File: src/rtl/core/mbss_pkg.sv
// Package for the masked byte signature scanner: sizes, register indexes and helpers.
package mbss_pkg;

    // Window depth and address width of the scanned range
    localparam int PATTERN_BYTES = 16;
    localparam int ADDRESS_BITS  = 48;

    // Pattern registers hold at most 16 bytes
    localparam int PAT_CAP   = (PATTERN_BYTES < 16) ? PATTERN_BYTES : 16;
    localparam int LEN_W     = 5;
    localparam int FILL_W    = $clog2(PATTERN_BYTES + 1);
    localparam int WIN_IDX_W = (PATTERN_BYTES > 1) ? $clog2(PATTERN_BYTES) : 1;

    // Stream word widths, rounded up to whole bytes
    localparam int S_TDATA_W = ((8 + ADDRESS_BITS + 7) / 8) * 8;
    localparam int M_TDATA_W = ((ADDRESS_BITS + 7) / 8) * 8;

    // Configuration port
    localparam int CFG_IDX_W  = 3;
    localparam int CFG_DATA_W = 64;

    typedef enum logic [CFG_IDX_W-1:0] {
        REG_PATTERN_LOW  = 3'd0,
        REG_PATTERN_HIGH = 3'd1,
        REG_CARE_MASK    = 3'd2,
        REG_PATTERN_LEN  = 3'd3
    } cfg_reg_t;

    localparam logic [15:0]      CARE_MASK_RESET = 16'hFFFF;
    localparam logic [LEN_W-1:0] PAT_LEN_RESET   = 5'd1;

    typedef logic [ADDRESS_BITS-1:0] addr_t;
    typedef logic [7:0]              byte_t;

endpackage

File: src/rtl/core/masked_byte_signature_scanner.sv
// Top level of the masked byte signature scanner: window, masked compare, result register.
//
// Scans a byte stream for the leftmost occurrence of a signature of up to 16
// bytes, where care-mask bit 0 marks a wildcard byte. One byte is accepted
// every cycle while the result register is empty or being drained. The path
// from the input port through the window shift, the parallel masked compare
// and the start-address subtract into the result register has a single
// register stage. A scan opens with first_byte (after reset a scan counts as
// open); it yields one result: found=1 with the start address (newest address
// minus length plus one) at the first match, or found=0 with address 0 on the
// last byte when nothing matched. Bytes after a finished scan only shift the
// window. Configuration must be written only while idle (not enforced).
module masked_byte_signature_scanner (
    input  logic                               aclk,
    input  logic                               aresetn,
    // Configuration write port
    input  logic                               cfg_we,
    input  logic [mbss_pkg::CFG_IDX_W-1:0]     cfg_index,
    input  logic [mbss_pkg::CFG_DATA_W-1:0]    cfg_wdata,
    // Byte stream in
    input  logic                               s_tvalid,
    output logic                               s_tready,
    input  logic [mbss_pkg::S_TDATA_W-1:0]     s_tdata,   // data_byte, byte_address
    input  logic                               s_tlast,   // last_byte
    input  logic                               s_tuser,   // first_byte
    // Result out
    output logic                               m_tvalid,
    input  logic                               m_tready,
    output logic [mbss_pkg::M_TDATA_W-1:0]     m_tdata,   // match_address
    output logic                               m_tuser    // found
);
    import mbss_pkg::*;

    // Configuration registers
    logic [63:0]      pat_low_reg;
    logic [63:0]      pat_high_reg;
    logic [15:0]      care_reg;
    logic [LEN_W-1:0] pat_len_reg;

    // Scan state
    byte_t             win_reg [PATTERN_BYTES];
    byte_t             win_next [PATTERN_BYTES];
    logic [FILL_W-1:0] fill_reg, fill_next;
    logic              reported_reg, reported_next;

    // Result register
    logic     out_valid_reg, out_valid_next;
    logic     out_found_reg, out_found_next;
    addr_t    out_addr_reg, out_addr_next;

    logic             accept;
    byte_t            in_byte;
    addr_t            in_addr;
    logic             in_first;
    logic             in_last;
    logic [LEN_W-1:0] len_eff;
    logic [127:0]     pat_all;
    logic             match;
    logic [FILL_W-1:0] fill_base;
    logic             reported_base;

    assign s_tready = !out_valid_reg || m_tready;
    assign accept   = s_tvalid && s_tready;
    assign in_byte  = s_tdata[7:0];
    assign in_addr  = s_tdata[8 +: ADDRESS_BITS];
    assign in_first = s_tuser;
    assign in_last  = s_tlast;
    assign pat_all  = {pat_high_reg, pat_low_reg};

    // Configuration writes; unknown indexes are ignored
    always_ff @(posedge aclk) begin
        if (!aresetn) begin
            pat_low_reg  <= '0;
            pat_high_reg <= '0;
            care_reg     <= CARE_MASK_RESET;
            pat_len_reg  <= PAT_LEN_RESET;
        end else if (cfg_we) begin
            unique case (cfg_index)
                REG_PATTERN_LOW:  pat_low_reg  <= cfg_wdata[63:0];
                REG_PATTERN_HIGH: pat_high_reg <= cfg_wdata[63:0];
                REG_CARE_MASK:    care_reg     <= cfg_wdata[15:0];
                REG_PATTERN_LEN:  pat_len_reg  <= cfg_wdata[LEN_W-1:0];
                default: ;
            endcase
        end
    end

    // Effective pattern length: zero counts as one, saturate at capacity
    always_comb begin
        priority if (pat_len_reg == '0) begin
            len_eff = LEN_W'(1);
        end else if (pat_len_reg > LEN_W'(PAT_CAP)) begin
            len_eff = LEN_W'(PAT_CAP);
        end else begin
            len_eff = pat_len_reg;
        end
    end

    // Window shift; a first word restarts the fill count and reported flag
    always_comb begin
        fill_base     = in_first ? '0 : fill_reg;
        reported_base = in_first ? 1'b0 : reported_reg;
        win_next[0]   = in_byte;
        for (int j = 1; j < PATTERN_BYTES; j++) begin
            win_next[j] = win_reg[j-1];
        end
        fill_next = (fill_base < FILL_W'(PATTERN_BYTES)) ? fill_base + FILL_W'(1) : fill_base;
    end

    // Masked compare of the newest len_eff bytes against the pattern
    always_comb begin
        logic [LEN_W-1:0] pos;
        match = (32'(fill_next) >= 32'(len_eff));
        for (int i = 0; i < PAT_CAP; i++) begin
            pos = len_eff - LEN_W'(1) - LEN_W'(i);
            if ((LEN_W'(i) < len_eff) && care_reg[i]) begin
                if (win_next[pos[WIN_IDX_W-1:0]] != pat_all[i*8 +: 8]) begin
                    match = 1'b0;
                end
            end
        end
    end

    // Result selection and output register hand-off
    always_comb begin
        reported_next  = reported_reg;
        out_valid_next = out_valid_reg && !m_tready;
        out_found_next = out_found_reg;
        out_addr_next  = out_addr_reg;
        if (accept) begin
            reported_next = reported_base;
            if (!reported_base && (match || in_last)) begin
                reported_next  = 1'b1;
                out_valid_next = 1'b1;
                out_found_next = match;
                out_addr_next  = match ? in_addr - ADDRESS_BITS'(len_eff - LEN_W'(1)) : '0;
            end
        end
    end

    // Control state
    always_ff @(posedge aclk) begin
        if (!aresetn) begin
            fill_reg      <= '0;
            reported_reg  <= 1'b0;
            out_valid_reg <= 1'b0;
        end else begin
            if (accept) begin
                fill_reg <= fill_next;
            end
            reported_reg  <= reported_next;
            out_valid_reg <= out_valid_next;
        end
    end

    // Payload state
    always_ff @(posedge aclk) begin
        if (accept) begin
            win_reg <= win_next;
        end
        out_found_reg <= out_found_next;
        out_addr_reg  <= out_addr_next;
    end

    assign m_tvalid = out_valid_reg;
    assign m_tuser  = out_found_reg;
    assign m_tdata  = M_TDATA_W'(out_addr_reg);

endmodule

File: config.mk
export PLATFORM = sky130hd
export DESIGN_NAME = masked_byte_signature_scanner
export DESIGN_NICKNAME = d
export VERILOG_FILES = /design/src/rtl/core/mbss_pkg.sv /design/src/rtl/core/masked_byte_signature_scanner.sv
export SDC_FILE = /design/constraint.sdc
export NUM_CORES = 1
export LEC_CHECK = 0
export ABC_CLOCK_PERIOD_IN_PS = 6800
export BUFFER_PORTS_ARGS = -buffer_cell sky130_fd_sc_hd__buf_2
export CAP_MARGIN = 20
export CORE_UTILIZATION = 55
export DETAILED_ROUTE_END_ITERATION = 6
export PLACE_DENSITY = 0.77
export SLEW_MARGIN = 20
export SYNTH_ARGS = -nofsm -noshare
export SYNTH_HDL_FRONTEND = slang
export SYNTH_SLANG_ARGS = --single-unit
File: constraint.sdc
create_clock -name aclk -period 6.8 [get_ports aclk]
set_input_delay 0 -clock aclk [delete_from_list [all_inputs] [get_ports aclk]]
set_output_delay 0 -clock aclk [all_outputs]
set_load 0.02 [all_outputs]
# After elaboration in Yosys (flattened, before gate mapping)
# Index checks and enable logic that the tools add are counted.
[word_totals]
register_bits = 325
latch_bits = 0
ramBits = 0
romBits = 0
input_bits = 130
out_inout_bits = 51
memories = 0
[op_classes]
add_sub_neg = 19
n_mul = 0
div = 0
n_lt_le_gt_ge = 35
eq_ne = 19
shifts = 0
n_mux = 88
bitwise_logic = 16
reduce_logical = 31
[op_table]
columns = ["operator", "n"]
rows = [
  ["binary-select mux 8 bit (select 4 bit)", 16],
  ["2-to-1 mux 8 bit", 32],
  ["inequality test 8 bit", 16],
  [">= comparator 5 bit (second input constant)", 16],
  ["inverter 4 -> 5 bit", 16],
  ["subtractor 48 bit", 1],
  ["less-than comparator 4 x 5 -> 1 bit (first input constant)", 8],
  ["2-to-1 mux 1 bit", 36],
  ["subtractor 4 bit (second input constant)", 8],
  ["less-than comparator 3 x 5 -> 1 bit (first input constant)", 4],
  ["2-to-1 mux 5 bit", 4],
  ["logical AND 1 bit", 19],
  ["subtractor 4 x 3 -> 4 bit (second input constant)", 4],
  ["less-than comparator 1 x 5 -> 1 bit (first input constant)", 2],
  ["less-than comparator 2 x 5 -> 1 bit (first input constant)", 2],
  ["AND reduction 2 bit", 5],
  ["subtractor 4 x 1 -> 4 bit (second input constant)", 2],
  ["subtractor 4 x 2 -> 4 bit (second input constant)", 2],
  ["== test 3 x 2 -> 1 bit (second input constant)", 2],
  ["subtractor 5 x 1 -> 6 bit (second input constant)", 1],
  ["adder 5 x 1 -> 5 bit (second input constant)", 1],
  [">= comparator 5 bit", 1],
  ["> comparator 5 bit (second input constant)", 1],
  ["logical NOT 5 bit", 1],
  ["5 further kinds", 8],
]

# Longest topological paths before layout
# Gate-level depths: netlist of the first run.
[logic_depth]
depth_word = 45
mapped_depth = 23
ltp_nobuf = 19

# Worst setup path after synthesis of the first run
# OpenSTA, ideal clock, no wires.
[synth_timing]
path_kind = "reg-to-reg"
startpoint = "register pat_len_reg[4]"
endpoint = "register out_addr_reg[0], in the netlist m_tdata[0] (enable)"
setup_ps = 404
arrival_ps = 6078
setup_slack_ps = 318
stages_incl_launch_ff = 23
path_buffers = 6
path_cell_list = "dfxtp_1 > inv_2 > nand2_2 > buf_1 > buf_1 > ha_1 > xnor2_1 > inv_1 > buf_2 > buf_2 > ha_1 > a21oi_1 > buf_2 > mux2i_1 > mux2i_1 > xor2_1 > nor4_1 > a211oi_1 > nor4_1 > nand4_1 > nor3_2 > buf_2 > o211a_1"
[synth_via]
elab_chain_cells = 44
[synth_lines]
columns = ["item", "line", "text"]
rows = [
  ["start, declared", "masked_byte_signature_scanner.sv:38", "logic [LEN_W-1:0] pat_len_reg;"],
  ["start signal, assigned", "masked_byte_signature_scanner.sv:82", "REG_PATTERN_LEN: pat_len_reg <= cfg_wdata[LEN_W-1:0];"],
  ["> comparator 5 bit", "masked_byte_signature_scanner.sv:92", "end else if (pat_len_reg > LEN_W'(PAT_CAP)) begin"],
  ["2-to-1 mux 5 bit", "masked_byte_signature_scanner.sv:92", ""],
  ["2-to-1 mux 5 bit (*)", "masked_byte_signature_scanner.sv:90", "priority if (pat_len_reg == '0) begin"],
  ["parallel branches: the longest is 37 deep, another holds subtractor 4 x 1 -> 4 bit", "--", ""],
  ["2-to-1 mux 1 bit (*)", "masked_byte_signature_scanner.sv:116", "if ((LEN_W'(i) < len_eff) && care_reg[i]) begin"],
  ["logical OR 1 bit (*)", "masked_byte_signature_scanner.sv:132", "if (!reported_base && (match || in_last)) begin"],
  ["logical AND 1 bit (*)", "masked_byte_signature_scanner.sv:132", ""],
  ["AND reduction 2 bit (no line) (*)", "--", ""],
  ["end signal, assigned", "masked_byte_signature_scanner.sv:162", "out_addr_reg <= out_addr_next;"],
  ["end, declared", "masked_byte_signature_scanner.sv:49", "addr_t out_addr_reg, out_addr_next;"],
]
# Mark *: on every way between the ends. The select of a mux whose other input is x is not followed.
# A chain may end at the register's enable or synchronous reset.

# Final worst setup path of the first run
[layout_timing]
startpoint = "register pat_len_reg[0]"
endpoint = "register out_valid_reg, in the netlist m_tvalid"
[layout_via]
elab_chain_cells = 45
[layout_lines]
columns = ["item", "line", "text"]
rows = [
  ["> comparator 5 bit", "masked_byte_signature_scanner.sv:92", ""],
  ["2-to-1 mux 5 bit", "masked_byte_signature_scanner.sv:92", ""],
  ["2-to-1 mux 5 bit (*)", "masked_byte_signature_scanner.sv:90", ""],
  ["parallel branches: the longest is 37 deep, another holds subtractor 4 x 1 -> 4 bit", "--", ""],
  ["2-to-1 mux 1 bit (*)", "masked_byte_signature_scanner.sv:116", ""],
  ["logical OR 1 bit (*)", "masked_byte_signature_scanner.sv:132", ""],
  ["logical AND 1 bit (*)", "masked_byte_signature_scanner.sv:132", ""],
  ["2-to-1 mux 1 bit (*)", "masked_byte_signature_scanner.sv:132", ""],
  ["2-to-1 mux 1 bit (*)", "masked_byte_signature_scanner.sv:130", "if (accept) begin"],
  ["end signal, assigned", "masked_byte_signature_scanner.sv:152", "out_valid_reg <= out_valid_next;"],
  ["end, declared", "masked_byte_signature_scanner.sv:47", "logic out_valid_reg, out_valid_next;"],
]
# Marks and branches as above.

==> impl_metrics.ini, run 1 <==
[status]
status = finished with violations
violations = design-rule violations

[die]
initial_core_util_pct = 55.6
die_y_um = 200
ios = 181
core_um2 = 38600
die_x_um = 200
die_area_um2 = 39900
rows = 72

[sta]
skew_ns = 0.0284
period_needed_ns = 6.32
fmax_mhz = 158
slew_headroom_pct = 29.2
fin_crit_sh_pct = 93.0
rsz0062_at_grt = false
postLayoutSetupSlackWorst_ns = 0.478
slew_violations = 0
final.setup.tns_ns = 0
finalHoldViolCount = 0
tightest_slew_ns = 1.06
finalSetupViolations = 0

[logic_synthesis]
synth_fa_ha_area_share_pct = 3.55
yosys.area_share.simple_pct = 12.7
synth_area_leaders = edfxtp_1, mux4_2, dfxtp_1, nand2_1, mux2i_1
synth-compound-area-share_pct = 10.3
ys.flop_type = edfxtp_1
synth_xor_area_share_pct = 7.10
post-synth-top-area-fraction_pct = 23.6
ys_warn_count = 0
syn_nets = 2144
ys_seq_elements = 325
syn-cell-area_um2 = 21500
synth-edff-count = 169
yosysUniqueCellTypes = 70
synth_top_family_by_area = multiplexers
syn_avg_cell_area_um2 = 11.0
synthMuxAreaShare_pct = 25.2
synth_top_cell_by_area = edfxtp_1
syn_inst = 1953
ys_seq_area_share_pct = 38.1
async_flop_share_pct = 0

[place]
gp_congestion = 0.963
dpl_worst_slack_ns = 0.814
dpl.hpwl_um = 49300
io_buffers = 180

[clock_network]
clockRootBuffer = clkbuf_16
clk_pin_slew_worst_paths_ns = 0.06
clkSinkCount = 325
clk_path_buf_depth = 3
h-tree-depth = 2
numCtsBuffers = 37
cts_tree = built
clock_latency_ns = 0.58
ctsResizeCount = 0

[cells_and_area]
largest_reg_flops = 120
nNetsFinal = 2356
syn2layout_area_growth_pct = 16.1
antenna_cells = 0
fillers = 3048
drive_above_1_share_pct = 23.7

[min_path]
hold_path_class = input port to register

[pwr]
leakagePower_uw = 0.00941
power_density_nw_per_um2 = 226
vdd_ir_drop_max_mv = 0.188

[global_routing]
grt_use_met1_pct = 45.2
grt_pass1_wl_um = 103000
busiest_layer = met2
grt_pass1_vias = 17100
grt_max_degree = 93
antenna_found_initial = 1
grt_util_met3_pct = 7.64
grt_util_met2_pct = 54.6
grt_use_total_pct = 35.0
gr-total-overflow = 0

[worst_setup_path]
cp-start-kind = register
required_ns = 7.29
crit_top_cell = buf_4
cp_max_fo = 35
crit_chain = o21a_4 -> buf_4 -> ha_1 -> buf_4 -> mux4_2 -> mux4_2 -> xor2_1 -> nor4_1 -> nand2_1 -> a31oi_1 -> nand4_1 -> buf_4 -> nor3_2 -> buf_4 -> o311a_1 -> dlygate4sd3_1
cp_slowest_stage_delay_ns = 0.88
worstSetupEndpointType = register
slowest_stage = dfxtp_1
critPathKind = register to register
cp.arrival_ns = 6.81

[routing]
drt-total-wl_um = 69100
antenna_left = 0
drt-initial-drc-count = 1806
drt_pass1_iterations = 7
avgRoutedWirePerCell_um = 25.5
vias_per_cell = 6.54
vias = 17700
drc = 1

[job]
drv_cap = 0
[layout by cell type, fill, tap and decap left out, drive strengths merged, types with 11 or more instances in the layout]
| cell | netlist | routed |
|---|---|---|
| o21ai | 35 | 35 |
| nor3 | 15 | 15 |
| o21a | 15 | 15 |
| mux2 | 11 | 11 |
| a21oi | 206 | 206 |
| mux2i | 115 | 115 |
| mux4 | 184 | 184 |
| xor2 | 94 | 94 |
| nand4 | 20 | 20 |
| dfxtp | 156 | 156 |
| clkbuf | 73 | 48 |
| nor2 | 38 | 38 |
| a21o | 40 | 40 |
| buf | 51 | 212 |
| nand3 | 24 | 24 |
| nand2b | 23 | 23 |
| nand2 | 346 | 346 |
| ha | 61 | 61 |
| inv | 21 | 23 |
| nor4 | 47 | 47 |
| dlygate4sd3 | 0 | 85 |
| and2 | 17 | 17 |
| xnor2 | 76 | 76 |
| edfxtp | 169 | 169 |
[Yosys cell counts, drive strengths merged (10+ instances only)]
master and n:
a21o 40, a21oi 206, a221o 10, and2 17, buf 51, clkbuf 73
dfxtp 156, edfxtp 169, ha 61, inv 21, mux2 11, mux2i 115
mux4 184, nand2 346, nand2b 23, nand3 24, nand4 20, nor2 38
nor2b 10, nor3 15, nor4 47, o21a 15, o21ai 35, or3 10
xnor2 76, xor2 94
[final timing paths]
check,slack (ns),startpoint,endpoint,depth (start not counted)
worst max-delay path,0.48,pat_len_reg[0],m_tvalid,16
worst min register to register,0.46,pat_low_reg[45],pat_low_reg[45],2
worst min-delay path,0.05,s_tdata[9],m_tdata[1],4
worst max register to register,0.48,pat_len_reg[0],m_tvalid,16
[layout make-up]
type | count | area [µm²] | area share [%]
Multi-Input combinational cell | 1482 | 12700 | 51.0
Sequential cell | 325 | 8200 | 32.8
Timing Repair Buffer | 297 | 2020 | 8.10
Clock buffer | 48 | 1040 | 4.17
Tap cell | 518 | 648 | 2.60
Clock inverter | 18 | 238 | 0.952
Inverter | 22 | 87.6 | 0.351
[worst max-delay path, delay by kind of cell (launching register included)]
family | cells | cell delay [ns]
buffers and inverters | 5 | 2.08
adder cells (fa/ha/maj) | 1 | 0.26
XOR/XNOR | 1 | 0.18
AND/OR/NAND/NOR | 4 | 1.07
AO/OA/AOI/OAI | 3 | 0.69
multiplexers | 2 | 1.05
flip-flops | 1 | 0.88
[metal layers]
layer	vias up	share of wire, %
li1	7776	-
met1	8705	38
met4	2	6.1
met2	1033	46
met5	-	0.017
met3	220	9.9
[power breakdown]
group          internal, µW  leakage (µW)  switching [µW]
sequential             2160       0.00291            85.1
clock                  1280      0.000623             855
combinational           552       0.00588             724
total                  3990       0.00941            1660
[logic make-up after synthesis]
logic type               Yosys count
multiplexers                     310
flip-flops                       325
adder cells (fa/ha/maj)           61
AO/OA/AOI/OAI                    367
buffers and inverters            146
XOR/XNOR                         170
AND/OR/NAND/NOR                  574
[metrics by stage]
step	area [µm²]	instances	hold WS, ns	util (%)	total power [µW]
floorplan	21500	1953	0.0989	-	3120
global placement	22800	2559	0.236	59.0	3460
detailed placement	22800	2559	0.245	59.1	3480
CTS	25000	2710	0.0349	64.6	5640
global route	25000	2710	0.0680	64.6	5820
finish	25000	2710	0.0517	64.6	5650
[repair_timing]
action | in CTS | in global routing
hold buffers | 85 | 0
buffers inserted | 0 | 0
hold endpoints to repair | 165 | 0
(Power assumes the default switching activity.)
==> run 2, diff against run 1 <==
Settings changed: CORE_ASPECT_RATIO set to 1.2, GPL_ROUTABILITY_DRIVEN set to 1, TNS_END_PERCENT set to 30.
==> run 2 against run 1 <==
  * The flow now finishes without violations
  * Global-route usage shrank 0.93 points
  * Cell count is 0.37% higher
  * Die area barely moved
  * Power down 2.1%
  * Count of clock-buffer cells in the layout increased by 4
  * Sequential power hardly changed
  * Largest cell class unchanged
  * Critical endpoint is now m_tdata[44]
==> impl_metrics.ini, run 2 (synthesis gave the netlist of run 1 again) <==
[place]
dp_cells = 2569
dpl_cell_area_um2 = 22800
gp_congestion = 0.967
dpl.hpwl_um = 48300
io_buffers = 180

[status]
status = completed

[pwr]
leakagePower_uw = 0.00941
power.switching_uw = 1620
seqPwrFrac_pct = 40.6
sw_frac_of_total_pct = 29.3
comb_power_share_pct = 22.6
power_density_nw_per_um2 = 222
p_clk_share_pct = 36.8
p_int_uw = 3910
vdd_ir_drop_max_mv = 0.165

[worst_setup_path]
r2r-end = m_tdata[44]
worstSetupEndpointType = register
r2r_cells = 18
required_ns = 7.08
cp.arrival_ns = 6.29
cp-start-kind = register
cp_max_fo = 18
critPathKind = register to register
setup.reg_to_reg.worst_slack_ns = 0.79
r2r_start = pat_len_reg[4]

[sta]
slew_headroom_pct = 27.9
rsz0062_at_grt = false
tightest_slew_ns = 1.08
skew_ns = 0.0151
fin_crit_sh_pct = 88.4
finalHoldViolCount = 0
final.setup.tns_ns = 0
period_needed_ns = 6.01
slew_violations = 0
finalSetupViolations = 0
fmax_mhz = 166

[global_routing]
grt_util_met2_pct = 56.4
busiest_layer = met2
grt_pass1_wl_um = 102000
grt_pass1_vias = 17200
gr-total-overflow = 0
grt_util_met3_pct = 5.33
antenna_found_initial = 0
grt_max_degree = 87
grt_use_met1_pct = 40.7
grt_use_total_pct = 34.0

[routing]
vias_per_cell = 6.54
antenna_left = 0
drc = 0
drt_pass1_iterations = 5
vias = 17800
drt-initial-drc-count = 1858
avgRoutedWirePerCell_um = 24.7
drt-total-wl_um = 67200

[die]
die_area_um2 = 39900
die_y_um = 219
core_um2 = 38600
initial_core_util_pct = 55.6
die_x_um = 183
rows = 79
ios = 181

[clock_network]
ctsResizeCount = 0
h-tree-depth = 2
clock_latency_ns = 0.54
clk_path_buf_depth = 3
cts_tree = built
clk_pin_slew_worst_paths_ns = 0.06
clockRootBuffer = clkbuf_16
numCtsBuffers = 36
clkSinkCount = 325
holdBufCountCts = 87
post-cts-setup-buffer-count = 0

[cells_and_area]
stdcell_count = 2720
final_cell_area_um2 = 24900
nNetsFinal = 2359
final_cell_mix = nand2_1, a21oi_1, mux4_2
antenna_cells = 0
syn2layout_area_growth_pct = 15.9
largest_reg_flops = 120
final_common_cell = nand2_1
drive_above_1_share_pct = 23.7

[min_path]
whs_endpoint = m_tdata[2]
hold_path_class = input port to register
hold_depth = 4
hp-start = s_tdata[10]

[job]
drv_cap = 0
-- run 2: changes by cell type in the layout (fill, tap and decap cells not counted), sizes merged --
cell	previous run	this run
clkinv	10	6
clkbuf	48	52
inv	23	27
dlygate4sd3	85	87
buf	212	214
bufinv	5	1
clkinvlp	2	0
-- run 2: worst max path at each step --
stage              startpoint          end  slack, ns  cells past startpoint
2_1_floorplan  pat_len_reg[4]   m_tdata[0]       0.32                     22
3_3_place_gp   pat_len_reg[0]  m_tdata[10]       0.92                     16
3_5_place_dp   pat_len_reg[0]  m_tdata[10]       0.79                     16
4_1_cts        pat_len_reg[0]  m_tdata[10]       0.78                     16
5_1_grt        pat_len_reg[4]  m_tdata[40]       0.41                     17
6_report       pat_len_reg[4]  m_tdata[44]       0.79                     18
-- run 2: power by group through the flow --
stage | sequential, µW | clock, µW | combinational, µW
2_1_floorplan | 2270 | 0 | 850
3_3_place_gp | 2270 | 0 | 1160
3_5_place_dp | 2280 | 0 | 1180
4_1_cts | 2240 | 2050 | 1230
5_1_grt | 2250 | 2130 | 1330
6_report | 2250 | 2030 | 1250
-- run 2: metrics by stage --
stage / utilization (%) / hold WS (ns) / total power (µW) / setup slack (ns)
floorplan: - / 0.0989 / 3120 / 0.318
global placement: 59.0 / 0.236 / 3430 / 0.921
detailed placement: 59.0 / 0.246 / 3460 / 0.793
CTS: 64.5 / 0.0113 / 5520 / 0.776
global route: 64.5 / 0.0594 / 5710 / 0.411
finish: 64.5 / 0.0259 / 5530 / 0.787
-- run 2: cell type report --
cell class	count	area (µm²)
clock buffer	52	1130
timing repair buffer	301	2030
clock inverter	12	97.6
sequential	325	8200
inverter	22	87.6
tap	526	658
fill	2864	13700
multi-input combinational	1482	12700
-- run 2: critical path, cell delays in order, from the launching register on --
cell and delay, ns:
dfxtp_1 0.61, inv_2 0.19, nand2_2 0.44, ha_1 0.43, o221ai_1 0.21, a21oi_4 0.48
buf_4 0.38, ha_1 0.31, nor3_1 0.08, o21ai_0 0.36, a32oi_1 0.20, a21oi_1 0.34
a221oi_1 0.19, o21ai_0 0.30, a21oi_1 0.16, o21ai_1 0.49, nand4_1 0.19, and3_1 0.20
o21a_1 0.18
-- run 2: layer usage --
metal	routed length [µm]	part of all wire, %	up-vias
li1	-	-	7800
met1	23400	35	8568
met2	32200	48	1165
met3	6170	9.2	262
met4	5480	8.1	0
met5	0	0	-
